**src/hw/rtl/msrr_pkg.sv**
```systemverilog
// ----------------------------------------------------------------------------
// msrr_pkg
// Types, constants and helpers for the motor speed ramp reverser.
// ----------------------------------------------------------------------------
package msrr_pkg;

  // Tick rate of the millisecond timebase
  localparam int unsigned TICKS_PER_SECOND = 1000;

  localparam int unsigned DUTY_W = 8;
  localparam int unsigned RATE_W = 10;
  localparam int unsigned TICK_W = 10;
  localparam int unsigned CFG_IDX_W = 2;
  localparam int unsigned DIV_CNT_W = $clog2(RATE_W + 1);

  // Response queue between datapath and output channel
  localparam int unsigned RSP_BUF_DEPTH = 2;
  localparam int unsigned RSP_PTR_W = $clog2(RSP_BUF_DEPTH);
  localparam int unsigned RSP_CNT_W = $clog2(RSP_BUF_DEPTH + 1);

  typedef logic [DUTY_W-1:0]    duty_t;
  typedef logic [RATE_W-1:0]    rate_t;
  typedef logic [TICK_W-1:0]    ticks_t;
  typedef logic [CFG_IDX_W-1:0] cfg_idx_t;

  localparam rate_t  DIVIDEND    = RATE_W'(TICKS_PER_SECOND);
  localparam ticks_t ELAPSED_MAX = {TICK_W{1'b1}};

  // Register indexes on the configuration channel
  localparam cfg_idx_t CFG_DUTY_FLOOR   = CFG_IDX_W'(0);
  localparam cfg_idx_t CFG_DUTY_CEILING = CFG_IDX_W'(1);

  typedef enum logic {
    KIND_COMMAND = 1'b0,
    KIND_TICK    = 1'b1
  } kind_e;

  typedef enum logic {
    ST_IDLE,
    ST_DIVIDE
  } ctrl_state_e;

  // Controller to datapath commands
  typedef struct packed {
    logic tick_exec;
    logic cmd_load;
    logic cmd_finish;
  } dp_cmd_t;

  // Datapath to controller status
  typedef struct packed {
    logic div_done;
  } dp_sts_t;

  typedef struct packed {
    logic  out_direction;
    duty_t out_duty;
    logic  out_written;
    logic  ramp_active;
  } rsp_t;

  // Floor test comes first: with crossed limits, values up to the floor get the floor and values above it the ceiling
  function automatic duty_t clamp_duty(duty_t want, duty_t floor_v, duty_t ceil_v);
    duty_t res;
    if (want <= floor_v) begin
      res = floor_v;
    end else if (want >= ceil_v) begin
      res = ceil_v;
    end else begin
      res = want;
    end
    return res;
  endfunction

endpackage

```
**src/hw/rtl/msrr_ifs.sv**
```systemverilog
// ----------------------------------------------------------------------------
// msrr channel interfaces
// Valid/ready channels for requests, responses and register writes.
// ----------------------------------------------------------------------------
interface msrr_req_if import msrr_pkg::*; ();
  logic  valid;
  logic  ready;
  kind_e kind;
  logic  drive_direction;
  duty_t target_duty;
  rate_t step_rate;

  modport source (output valid, kind, drive_direction, target_duty, step_rate,
                  input ready);
  modport sink   (input valid, kind, drive_direction, target_duty, step_rate,
                  output ready);
endinterface

interface msrr_rsp_if import msrr_pkg::*; ();
  logic  valid;
  logic  ready;
  logic  out_direction;
  duty_t out_duty;
  logic  out_written;
  logic  ramp_active;

  modport source (output valid, out_direction, out_duty, out_written, ramp_active,
                  input ready);
  modport sink   (input valid, out_direction, out_duty, out_written, ramp_active,
                  output ready);
endinterface

interface msrr_cfg_if import msrr_pkg::*; ();
  logic     valid;
  logic     ready;
  cfg_idx_t index;
  duty_t    data;

  modport source (output valid, index, data, input ready);
  modport sink   (input valid, index, data, output ready);
endinterface

```
**src/hw/rtl/msrr_div.sv**
```systemverilog
// ----------------------------------------------------------------------------
// msrr_div
// Restoring divider: TICKS_PER_SECOND / divisor, one quotient bit per cycle.
// ----------------------------------------------------------------------------
module msrr_div import msrr_pkg::*; (
  input  logic  clk_i,
  input  logic  rst_ni,
  input  logic  start_i,
  input  rate_t divisor_i,
  output logic  done_o,
  output rate_t quotient_o
);

  logic                 busy_q, busy_d;
  logic                 done_q, done_d;
  logic [DIV_CNT_W-1:0] cnt_q, cnt_d;
  rate_t                dsr_q, dsr_d;
  rate_t                rem_q, rem_d;
  rate_t                quo_q, quo_d;
  logic [RATE_W:0]      trial;

  // One shift-subtract step per cycle
  always_comb begin
    busy_d = busy_q;
    done_d = 1'b0;
    cnt_d  = cnt_q;
    dsr_d  = dsr_q;
    rem_d  = rem_q;
    quo_d  = quo_q;
    trial  = {rem_q, quo_q[RATE_W-1]};
    if (start_i) begin
      busy_d = 1'b1;
      cnt_d  = DIV_CNT_W'(RATE_W);
      dsr_d  = divisor_i;
      rem_d  = '0;
      quo_d  = DIVIDEND;
    end else if (busy_q) begin
      if (trial >= {1'b0, dsr_q}) begin
        rem_d = RATE_W'(trial - {1'b0, dsr_q});
        quo_d = {quo_q[RATE_W-2:0], 1'b1};
      end else begin
        rem_d = trial[RATE_W-1:0];
        quo_d = {quo_q[RATE_W-2:0], 1'b0};
      end
      cnt_d = cnt_q - DIV_CNT_W'(1);
      if (cnt_q == DIV_CNT_W'(1)) begin
        busy_d = 1'b0;
        done_d = 1'b1;
      end
    end
  end

  always_ff @(posedge clk_i or negedge rst_ni) begin
    if (!rst_ni) begin
      busy_q <= 1'b0;
      done_q <= 1'b0;
      cnt_q  <= '0;
    end else begin
      busy_q <= busy_d;
      done_q <= done_d;
      cnt_q  <= cnt_d;
    end
  end

  always_ff @(posedge clk_i) begin
    dsr_q <= dsr_d;
    rem_q <= rem_d;
    quo_q <= quo_d;
  end

  assign done_o     = done_q;
  assign quotient_o = quo_q;

endmodule

```
**src/hw/rtl/msrr_dp.sv**
```systemverilog
// ----------------------------------------------------------------------------
// msrr_dp
// Ramp datapath: config registers, ramp state, tick step logic, divider.
// ----------------------------------------------------------------------------
module msrr_dp import msrr_pkg::*; (
  input  logic     clk_i,
  input  logic     rst_ni,
  input  dp_cmd_t  cmd_i,
  output dp_sts_t  sts_o,
  input  logic     req_direction_i,
  input  duty_t    req_duty_i,
  input  rate_t    req_rate_i,
  input  logic     cfg_we_i,
  input  cfg_idx_t cfg_idx_i,
  input  duty_t    cfg_data_i,
  output logic     res_push_o,
  output rsp_t     res_o
);

  duty_t  floor_q, floor_d;
  duty_t  ceil_q, ceil_d;
  duty_t  pres_duty_q, pres_duty_d;
  logic   pres_dir_q, pres_dir_d;
  duty_t  goal_duty_q, goal_duty_d;
  logic   goal_dir_q, goal_dir_d;
  ticks_t interval_q, interval_d;
  ticks_t elapsed_q, elapsed_d;
  logic   ramping_q, ramping_d;
  logic   drv_dir_q, drv_dir_d;
  duty_t  drv_duty_q, drv_duty_d;

  ticks_t elapsed_inc;
  logic   written;
  rate_t  divisor;
  logic   div_done;
  rate_t  quotient;

  // Rate zero counts as one step per second
  assign divisor = (req_rate_i == '0) ? RATE_W'(1) : req_rate_i;

  msrr_div u_div (
    .clk_i      (clk_i),
    .rst_ni     (rst_ni),
    .start_i    (cmd_i.cmd_load),
    .divisor_i  (divisor),
    .done_o     (div_done),
    .quotient_o (quotient)
  );

  assign sts_o.div_done = div_done;

  // Saturating elapsed count
  assign elapsed_inc = (elapsed_q != ELAPSED_MAX) ? elapsed_q + TICK_W'(1) : elapsed_q;

  // Next-state logic for config writes, ticks and commands
  always_comb begin
    floor_d     = floor_q;
    ceil_d      = ceil_q;
    pres_duty_d = pres_duty_q;
    pres_dir_d  = pres_dir_q;
    goal_duty_d = goal_duty_q;
    goal_dir_d  = goal_dir_q;
    interval_d  = interval_q;
    elapsed_d   = elapsed_q;
    ramping_d   = ramping_q;
    drv_dir_d   = drv_dir_q;
    drv_duty_d  = drv_duty_q;
    written     = 1'b0;

    if (cfg_we_i && cfg_idx_i == CFG_DUTY_FLOOR) begin
      floor_d = cfg_data_i;
    end
    if (cfg_we_i && cfg_idx_i == CFG_DUTY_CEILING) begin
      ceil_d = cfg_data_i;
    end

    if (cmd_i.tick_exec) begin
      elapsed_d = elapsed_inc;
      if (ramping_q && elapsed_inc >= interval_q) begin
        elapsed_d = '0;
        if (pres_dir_q == goal_dir_q) begin
          if (pres_duty_q == goal_duty_q) begin
            ramping_d = 1'b0;
          end else if (pres_duty_q > goal_duty_q) begin
            pres_duty_d = pres_duty_q - DUTY_W'(1);
          end else begin
            pres_duty_d = pres_duty_q + DUTY_W'(1);
          end
          written = 1'b1;
        end else if (pres_duty_q == '0) begin
          // at standstill: flip direction, drive nothing this tick
          pres_dir_d = ~pres_dir_q;
        end else begin
          pres_duty_d = pres_duty_q - DUTY_W'(1);
          written     = 1'b1;
        end
        if (written) begin
          drv_dir_d  = pres_dir_d;
          drv_duty_d = pres_duty_d;
        end
      end
    end

    if (cmd_i.cmd_load) begin
      goal_dir_d  = req_direction_i;
      goal_duty_d = clamp_duty(req_duty_i, floor_q, ceil_q);
    end

    if (cmd_i.cmd_finish) begin
      interval_d = quotient;
      ramping_d  = 1'b1;
    end
  end

  always_ff @(posedge clk_i or negedge rst_ni) begin
    if (!rst_ni) begin
      floor_q     <= '0;
      ceil_q      <= '1;
      pres_duty_q <= '0;
      pres_dir_q  <= 1'b1;
      goal_duty_q <= '0;
      goal_dir_q  <= 1'b1;
      interval_q  <= '0;
      elapsed_q   <= '0;
      ramping_q   <= 1'b0;
      drv_dir_q   <= 1'b1;
      drv_duty_q  <= '0;
    end else begin
      floor_q     <= floor_d;
      ceil_q      <= ceil_d;
      pres_duty_q <= pres_duty_d;
      pres_dir_q  <= pres_dir_d;
      goal_duty_q <= goal_duty_d;
      goal_dir_q  <= goal_dir_d;
      interval_q  <= interval_d;
      elapsed_q   <= elapsed_d;
      ramping_q   <= ramping_d;
      drv_dir_q   <= drv_dir_d;
      drv_duty_q  <= drv_duty_d;
    end
  end

  // Result of the finishing item
  assign res_push_o          = cmd_i.tick_exec | cmd_i.cmd_finish;
  assign res_o.out_direction = drv_dir_d;
  assign res_o.out_duty      = drv_duty_d;
  assign res_o.out_written   = written;
  assign res_o.ramp_active   = ramping_d;

endmodule

```
**src/hw/rtl/msrr_ctrl.sv**
```systemverilog
// ----------------------------------------------------------------------------
// msrr_ctrl
// Controller: accepts requests and sequences the interval division.
// ----------------------------------------------------------------------------
module msrr_ctrl import msrr_pkg::*; (
  input  logic    clk_i,
  input  logic    rst_ni,
  input  logic    req_valid_i,
  input  kind_e   req_kind_i,
  output logic    req_ready_o,
  input  logic    buf_full_i,
  input  dp_sts_t sts_i,
  output dp_cmd_t cmd_o
);

  ctrl_state_e state_q, state_d;

  always_ff @(posedge clk_i or negedge rst_ni) begin
    if (!rst_ni) begin
      state_q <= ST_IDLE;
    end else begin
      state_q <= state_d;
    end
  end

  // Next state and datapath commands
  always_comb begin
    state_d     = state_q;
    req_ready_o = 1'b0;
    cmd_o       = '0;
    case (state_q)
      ST_IDLE: begin
        req_ready_o = !buf_full_i;
        if (req_valid_i && !buf_full_i) begin
          if (req_kind_i == KIND_TICK) begin
            cmd_o.tick_exec = 1'b1;
          end else begin
            cmd_o.cmd_load = 1'b1;
            state_d        = ST_DIVIDE;
          end
        end
      end
      ST_DIVIDE: begin
        if (sts_i.div_done) begin
          cmd_o.cmd_finish = 1'b1;
          state_d          = ST_IDLE;
        end
      end
      default: begin
        state_d = ST_IDLE;
      end
    endcase
  end

endmodule

```
**src/hw/rtl/msrr_rsp_buf.sv**
```systemverilog
// ----------------------------------------------------------------------------
// msrr_rsp_buf
// Small response queue decoupling the datapath from the output channel.
// ----------------------------------------------------------------------------
module msrr_rsp_buf import msrr_pkg::*; (
  input  logic clk_i,
  input  logic rst_ni,
  input  logic push_i,
  input  rsp_t data_i,
  input  logic pop_i,
  output logic valid_o,
  output logic full_o,
  output rsp_t data_o
);

  rsp_t                 mem_q [RSP_BUF_DEPTH];
  logic [RSP_PTR_W-1:0] wr_ptr_q, wr_ptr_d;
  logic [RSP_PTR_W-1:0] rd_ptr_q, rd_ptr_d;
  logic [RSP_CNT_W-1:0] cnt_q, cnt_d;
  logic                 do_pop;

  assign valid_o = (cnt_q != '0);
  assign full_o  = (cnt_q == RSP_CNT_W'(RSP_BUF_DEPTH));
  assign do_pop  = pop_i && valid_o;
  assign data_o  = mem_q[rd_ptr_q];

  // Pointer and fill count update
  always_comb begin
    wr_ptr_d = push_i ? wr_ptr_q + RSP_PTR_W'(1) : wr_ptr_q;
    rd_ptr_d = do_pop ? rd_ptr_q + RSP_PTR_W'(1) : rd_ptr_q;
    cnt_d    = cnt_q;
    if (push_i && !do_pop) begin
      cnt_d = cnt_q + RSP_CNT_W'(1);
    end else if (do_pop && !push_i) begin
      cnt_d = cnt_q - RSP_CNT_W'(1);
    end
  end

  always_ff @(posedge clk_i or negedge rst_ni) begin
    if (!rst_ni) begin
      wr_ptr_q <= '0;
      rd_ptr_q <= '0;
      cnt_q    <= '0;
    end else begin
      wr_ptr_q <= wr_ptr_d;
      rd_ptr_q <= rd_ptr_d;
      cnt_q    <= cnt_d;
    end
  end

  always_ff @(posedge clk_i) begin
    if (push_i) begin
      mem_q[wr_ptr_q] <= data_i;
    end
  end

endmodule

```
**src/hw/rtl/motor_speed_ramp_reverser.sv**
```systemverilog
// ----------------------------------------------------------------------------
// motor_speed_ramp_reverser
// Soft-start PWM duty ramp generator for a reversible motor bridge.
// ----------------------------------------------------------------------------
// Channels: req_i takes either a ramp command (kind 0: direction, target duty,
// steps per second) or a one millisecond tick (kind 1). Every request yields
// exactly one response on rsp_o with the drive last written to the bridge,
// whether this request rewrote it, and whether a ramp is still running.
// cfg_i writes the duty floor (index 0) and ceiling (index 1); it is always
// ready and other indexes are dropped. Write it only while the block is idle.
// Timing: a tick's response is valid in the cycle after the tick is taken.
// A command runs the interval division 1000 / rate through a
// one-bit-per-cycle divider; its response is queued when the divider is done,
// and the next request is taken after that. Ticks sustain one per cycle while
// the queue has room. Stalls: up to two responses queue; requests are held off
// while the queue is full and while a command is dividing. Reset restores the
// floor 0, ceiling 255, duty 0, forward direction and no active ramp.
// ----------------------------------------------------------------------------
module motor_speed_ramp_reverser import msrr_pkg::*; (
  input  logic       clk_i,
  input  logic       rst_ni,
  msrr_req_if.sink   req_i,
  msrr_rsp_if.source rsp_o,
  msrr_cfg_if.sink   cfg_i
);

  dp_cmd_t cmd;
  dp_sts_t sts;
  logic    buf_full;
  logic    res_push;
  rsp_t    res;
  rsp_t    rsp_head;
  logic    rsp_valid;

  assign cfg_i.ready = 1'b1;

  msrr_ctrl u_ctrl (
    .clk_i       (clk_i),
    .rst_ni      (rst_ni),
    .req_valid_i (req_i.valid),
    .req_kind_i  (req_i.kind),
    .req_ready_o (req_i.ready),
    .buf_full_i  (buf_full),
    .sts_i       (sts),
    .cmd_o       (cmd)
  );

  msrr_dp u_dp (
    .clk_i           (clk_i),
    .rst_ni          (rst_ni),
    .cmd_i           (cmd),
    .sts_o           (sts),
    .req_direction_i (req_i.drive_direction),
    .req_duty_i      (req_i.target_duty),
    .req_rate_i      (req_i.step_rate),
    .cfg_we_i        (cfg_i.valid),
    .cfg_idx_i       (cfg_i.index),
    .cfg_data_i      (cfg_i.data),
    .res_push_o      (res_push),
    .res_o           (res)
  );

  msrr_rsp_buf u_rsp_buf (
    .clk_i   (clk_i),
    .rst_ni  (rst_ni),
    .push_i  (res_push),
    .data_i  (res),
    .pop_i   (rsp_o.ready),
    .valid_o (rsp_valid),
    .full_o  (buf_full),
    .data_o  (rsp_head)
  );

  // Output channel from the queue head
  assign rsp_o.valid         = rsp_valid;
  assign rsp_o.out_direction = rsp_head.out_direction;
  assign rsp_o.out_duty      = rsp_head.out_duty;
  assign rsp_o.out_written   = rsp_head.out_written;
  assign rsp_o.ramp_active   = rsp_head.ramp_active;

endmodule

```
**src/flat_wrapper.sv**
```systemverilog
// flat-port wrapper written by rule: the top's interface ports become plain ports
module motor_speed_ramp_reverser_flat import msrr_pkg::*;
  (clk_i, rst_ni, req_i_valid, req_i_kind, req_i_drive_direction, req_i_target_duty, req_i_step_rate, req_i_ready, rsp_o_valid, rsp_o_out_direction, rsp_o_out_duty, rsp_o_out_written, rsp_o_ramp_active, rsp_o_ready, cfg_i_valid, cfg_i_index, cfg_i_data, cfg_i_ready);
  msrr_req_if req_i_i ();
  msrr_rsp_if rsp_o_i ();
  msrr_cfg_if cfg_i_i ();
  input  logic clk_i;
  input  logic rst_ni;
  input wire logic [$bits(req_i_i.valid)-1:0] req_i_valid;
  input wire logic [$bits(req_i_i.kind)-1:0] req_i_kind;
  input wire logic [$bits(req_i_i.drive_direction)-1:0] req_i_drive_direction;
  input wire logic [$bits(req_i_i.target_duty)-1:0] req_i_target_duty;
  input wire logic [$bits(req_i_i.step_rate)-1:0] req_i_step_rate;
  output wire logic [$bits(req_i_i.ready)-1:0] req_i_ready;
  output wire logic [$bits(rsp_o_i.valid)-1:0] rsp_o_valid;
  output wire logic [$bits(rsp_o_i.out_direction)-1:0] rsp_o_out_direction;
  output wire logic [$bits(rsp_o_i.out_duty)-1:0] rsp_o_out_duty;
  output wire logic [$bits(rsp_o_i.out_written)-1:0] rsp_o_out_written;
  output wire logic [$bits(rsp_o_i.ramp_active)-1:0] rsp_o_ramp_active;
  input wire logic [$bits(rsp_o_i.ready)-1:0] rsp_o_ready;
  input wire logic [$bits(cfg_i_i.valid)-1:0] cfg_i_valid;
  input wire logic [$bits(cfg_i_i.index)-1:0] cfg_i_index;
  input wire logic [$bits(cfg_i_i.data)-1:0] cfg_i_data;
  output wire logic [$bits(cfg_i_i.ready)-1:0] cfg_i_ready;
  assign req_i_i.valid = req_i_valid;
  assign req_i_i.kind = req_i_kind;
  assign req_i_i.drive_direction = req_i_drive_direction;
  assign req_i_i.target_duty = req_i_target_duty;
  assign req_i_i.step_rate = req_i_step_rate;
  assign req_i_ready = req_i_i.ready;
  assign rsp_o_valid = rsp_o_i.valid;
  assign rsp_o_out_direction = rsp_o_i.out_direction;
  assign rsp_o_out_duty = rsp_o_i.out_duty;
  assign rsp_o_out_written = rsp_o_i.out_written;
  assign rsp_o_ramp_active = rsp_o_i.ramp_active;
  assign rsp_o_i.ready = rsp_o_ready;
  assign cfg_i_i.valid = cfg_i_valid;
  assign cfg_i_i.index = cfg_i_index;
  assign cfg_i_i.data = cfg_i_data;
  assign cfg_i_ready = cfg_i_i.ready;
  motor_speed_ramp_reverser u_core (.clk_i(clk_i), .rst_ni(rst_ni), .req_i(req_i_i), .rsp_o(rsp_o_i), .cfg_i(cfg_i_i));
endmodule
```
**config.mk**
```make
export PLATFORM = sky130hd
export DESIGN_NAME = motor_speed_ramp_reverser_flat
export DESIGN_NICKNAME = d
export VERILOG_FILES = /design/src/hw/rtl/msrr_pkg.sv /design/src/hw/rtl/msrr_ifs.sv /design/src/hw/rtl/msrr_div.sv /design/src/hw/rtl/msrr_dp.sv /design/src/hw/rtl/msrr_ctrl.sv /design/src/hw/rtl/msrr_rsp_buf.sv /design/src/hw/rtl/motor_speed_ramp_reverser.sv /design/src/flat_wrapper.sv
export SDC_FILE = /design/constraint.sdc
export NUM_CORES = 1
export LEC_CHECK = 0
export BUFFER_PORTS_ARGS = -buffer_cell sky130_fd_sc_hd__buf_4
export CAP_MARGIN = 5
export CELL_PAD_IN_SITES_DETAIL_PLACEMENT = 0
export CELL_PAD_IN_SITES_GLOBAL_PLACEMENT = 1
export CORE_UTILIZATION = 48
export CTS_CLUSTER_DIAMETER = 100
export DETAILED_ROUTE_END_ITERATION = 10
export GPL_TIMING_DRIVEN = 0
export PLACE_DENSITY = 0.82
export SYNTH_ARGS = -nofsm -noshare
export SYNTH_HDL_FRONTEND = slang
export SYNTH_SLANG_ARGS = --single-unit
export TNS_END_PERCENT = 10
```
**constraint.sdc**
```tcl
create_clock -name clk_i -period 4.05 [get_ports clk_i]
set_input_delay 0.2025 -clock clk_i [delete_from_list [all_inputs] [get_ports clk_i]]
set_output_delay 0.2025 -clock clk_i [all_outputs]
set_load 0.01 [all_outputs]
```
==> impl_metrics.ini <==
[status]
status = finished, final reports clean

[clock_tree]
cts_tree = yes
htreeDepth = 4
clk_pin_slew_ns = 0.06
clkLatencyLatePin_ns = 0.42
cts_buffer_depth = 2
cts_root_buf = clkbuf_16
cts_sinks = 127
cts_setup_buffers = 0
cts_buffers = 17

[setup_path]
crit_buf_inv = 2
cpPeakStageDelay_ns = 0.49
cp_data_required_time_ns = 4.19
cp_top_family = compound AO/OA/AOI/OAI gates
startpoint_type = register
worstPathArrival_ns = 3.95
crit_slowest_cell = a211oi_4
worstSetupPathType = register to register
end_kind = register
path_cells = ha_1 > and3_1 > buf_2 > nand3_4 > and2_1 > nand3_1 > xnor2_1 > ha_1 > nand2_1 > nor2_1 > a31oi_2 > a211oi_4 > o21ai_2 > buf_2 > a21oi_1 > o31ai_1
rrSetupSlack_ns = 0.23
worstPathMaxFanout = 10

[detailed_routing]
drt_iter0_markers = 211
vias_per_cell = 5.46
drt_pass1_iterations = 5
drc = 0
antenna_left = 0
vias = 5344
wl_per_cell_um = 15.2
drt_wl_total_um = 14900

[layout]
regArea_um2 = 3250
fin_area_um2 = 8430
drive_gt1_frac = 0.196
diodes = 0
area_growth_pct = 16.7
instances_no_fill = 978
nFillCells = 1259
nets = 868
multi_input_area_um2 = 3570

[place]
gp_congestion = 0.869
placed_cell_area_um2 = 7800
dp_slack_ns = 0.199
hpwl_um = 10900
placedCellCount = 939
portBuffers = 47

[logic_synthesis]
syn_area_um2 = 7220
synthCells = 708
yosysTopAreaCell = dfrtp_1
synth_flop_cell = dfrtp_1
async_reset_ff_frac = 0.591
synth_common_cells = 64 x dfrtp_1, 63 x nand2_1, 58 x inv_1, 51 x ha_1, 36 x a21oi_1
yosys.cell_types.count = 76
synth_nets = 795
netlist.area_leader.share = 0.222
ys_ff_latch = 127
ys_warn_count = 0
synth.most_common_cell = dfrtp_1
synth_area_leaders = dfrtp_1 22%, edfxtp_1 13%, ha_1 8.8%
synth-edff-count = 32
yosysSeqAreaShare = 0.451
syn_area_per_cell_um2 = 10.2

[floorplanning]
die_x_um = 125
core_um2 = 14600
die_area_um2 = 15500
rows = 44
ios = 49
die_y_um = 125
start_util = 0.495

[power_and_ir_drop]
ir_drop_v = 0.000323
p_per_area_nw_per_um2 = 650
p_leak_nw = 3.78

[global_route]
grt_pass1_wl_um = 26000
grt_pass1_vias = 5589
grt_max_degree = 76
antenna_found_initial = 0
grt_overflow_total = 0
grt.total_usage = 0.206

[timing]
slew_headroom = 0.305
fin_ws_ns = 0.235
setup_violations = 0
clock.fmax_mhz = 262
hold-worst-slack_ns = 0.0251
finalHoldViolCount = 0
finalCritPeriodShare = 0.942
rsz0062_at_grt = yes
worst_pin_slew_ns = 1.04
drv_slew = 0
skew_ns = 0.00798
fin_crit_ns = 3.82
tns_ns = 0

[min_path]
min_path_type = input port to register

[job]
maxCapViolCount = 0
==> power by group <==
| group | leakage [nW] | internal [mW] | switching [mW] |
|---|---|---|---|
| clock network | 0.281 | 0.846 | 0.561 |
| registers | 1.37 | 1.69 | 0.252 |
| logic | 2.13 | 0.971 | 1.16 |
==> cell type report <==
type,count,area share
Inverter,60,0.0267
Tap cell,184,0.0273
Multi-Input combinational cell,486,0.424
Clock buffer,21,0.0573
Buffer,35,0.0214
Timing Repair Buffer,54,0.0502
Clock inverter,11,0.00728
Sequential cell,127,0.386
==> registers in the layout, summed over array words and instances, names as in the netlist, 10 cells and up <==
name,flops
u_core.u_rsp_buf.mem_q,22
u_core.u_dp.elapsed_q,10
u_core.u_dp.u_div.dsr_q,10
u_core.u_dp.u_div.quotient_o,10
u_core.u_dp.u_div.rem_q,10
u_core.u_dp.interval_q,10
==> path summary, 6_finish.rpt <==
kind | endpoint | cells after the start | from
setup / recovery | u_core.u_rsp_buf.mem_q[0][4] | 16 | u_core.u_dp.elapsed_q[0]
hold / removal | u_core.u_dp.floor_q[0] | 2 | cfg_i_data[0]
hold reg to reg | u_core.u_ctrl.state_q | 1 | u_core.u_dp.u_div.done_o
max in group asynchronous | u_core.u_dp.goal_duty_q[1] | 2 | rst_ni
min in group asynchronous | u_core.u_dp.elapsed_q[7] | 2 | rst_ni
setup reg to reg | u_core.u_rsp_buf.mem_q[0][4] | 16 | u_core.u_dp.elapsed_q[0]
==> repair_timing <==
item / in CTS / in global routing
endpoints found under the hold margin: 70 / 0
hold buffers: 7 / 0
gates resized for setup: 0 / 3
endpoints found under the setup margin: 0 / 7
==> worst register-to-register path, stage by stage, from the launching register on <==
cell      delay [ns]
dfrtp_1         0.44
ha_1            0.26
and3_1          0.15
buf_2           0.16
nand3_4         0.14
and2_1          0.17
nand3_1         0.14
xnor2_1         0.19
ha_1            0.30
nand2_1         0.06
nor2_1          0.19
a31oi_2         0.20
a211oi_4        0.49
o21ai_2         0.14
buf_2           0.22
a21oi_1         0.17
o31ai_1         0.13
==> layer usage <==
metal / vias up / global-route usage / routed length (um) / share of wire
met5: - / 0 / 0 / 0
met4: 0 / 0.0886 / 277 / 0.019
met3: 22 / 0.0404 / 449 / 0.030
met2: 111 / 0.335 / 6960 / 0.47
met1: 2547 / 0.268 / 7190 / 0.48
li1: 2664 / - / - / -
==> cell families (layout without fill, tap and decap cells) <==
logic type	Yosys count	count (layout)	share of synthesized area
AND/OR/NAND/NOR	195	195	0.138
AO/OA/AOI/OAI	159	159	0.153
flip-flops	127	127	0.451
buffers and inverters	95	181	0.0562
multiplexers	53	53	0.0790
adder cells (fa/ha/maj)	52	52	0.0912
XOR/XNOR	26	26	0.0315
other	1	1	0.000520
==> through the flow <==
step / util / power, mW
detailed placement: 0.535 / 4.08
finish: 0.578 / 5.48
global route: 0.578 / 5.89
floorplan: - / 3.53
global placement: 0.535 / 3.98
CTS: 0.577 / 5.52
==> placed cells by master, fill, tap and decap left out, drive strengths merged, types with 13 or more instances in the layout <==
cell type | Yosys | layout
dfrtp | 64 | 64
buf | 15 | 62
dfxtp | 20 | 20
nand2 | 63 | 63
edfxtp | 32 | 32
xnor2 | 22 | 22
mux2 | 32 | 32
nor2 | 37 | 37
clkbuf | 20 | 41
or3 | 13 | 13
ha | 51 | 51
a21oi | 38 | 38
mux2i | 21 | 21
o21ai | 40 | 40
nand3 | 23 | 23
inv | 59 | 61
(Power assumes the default switching activity.)
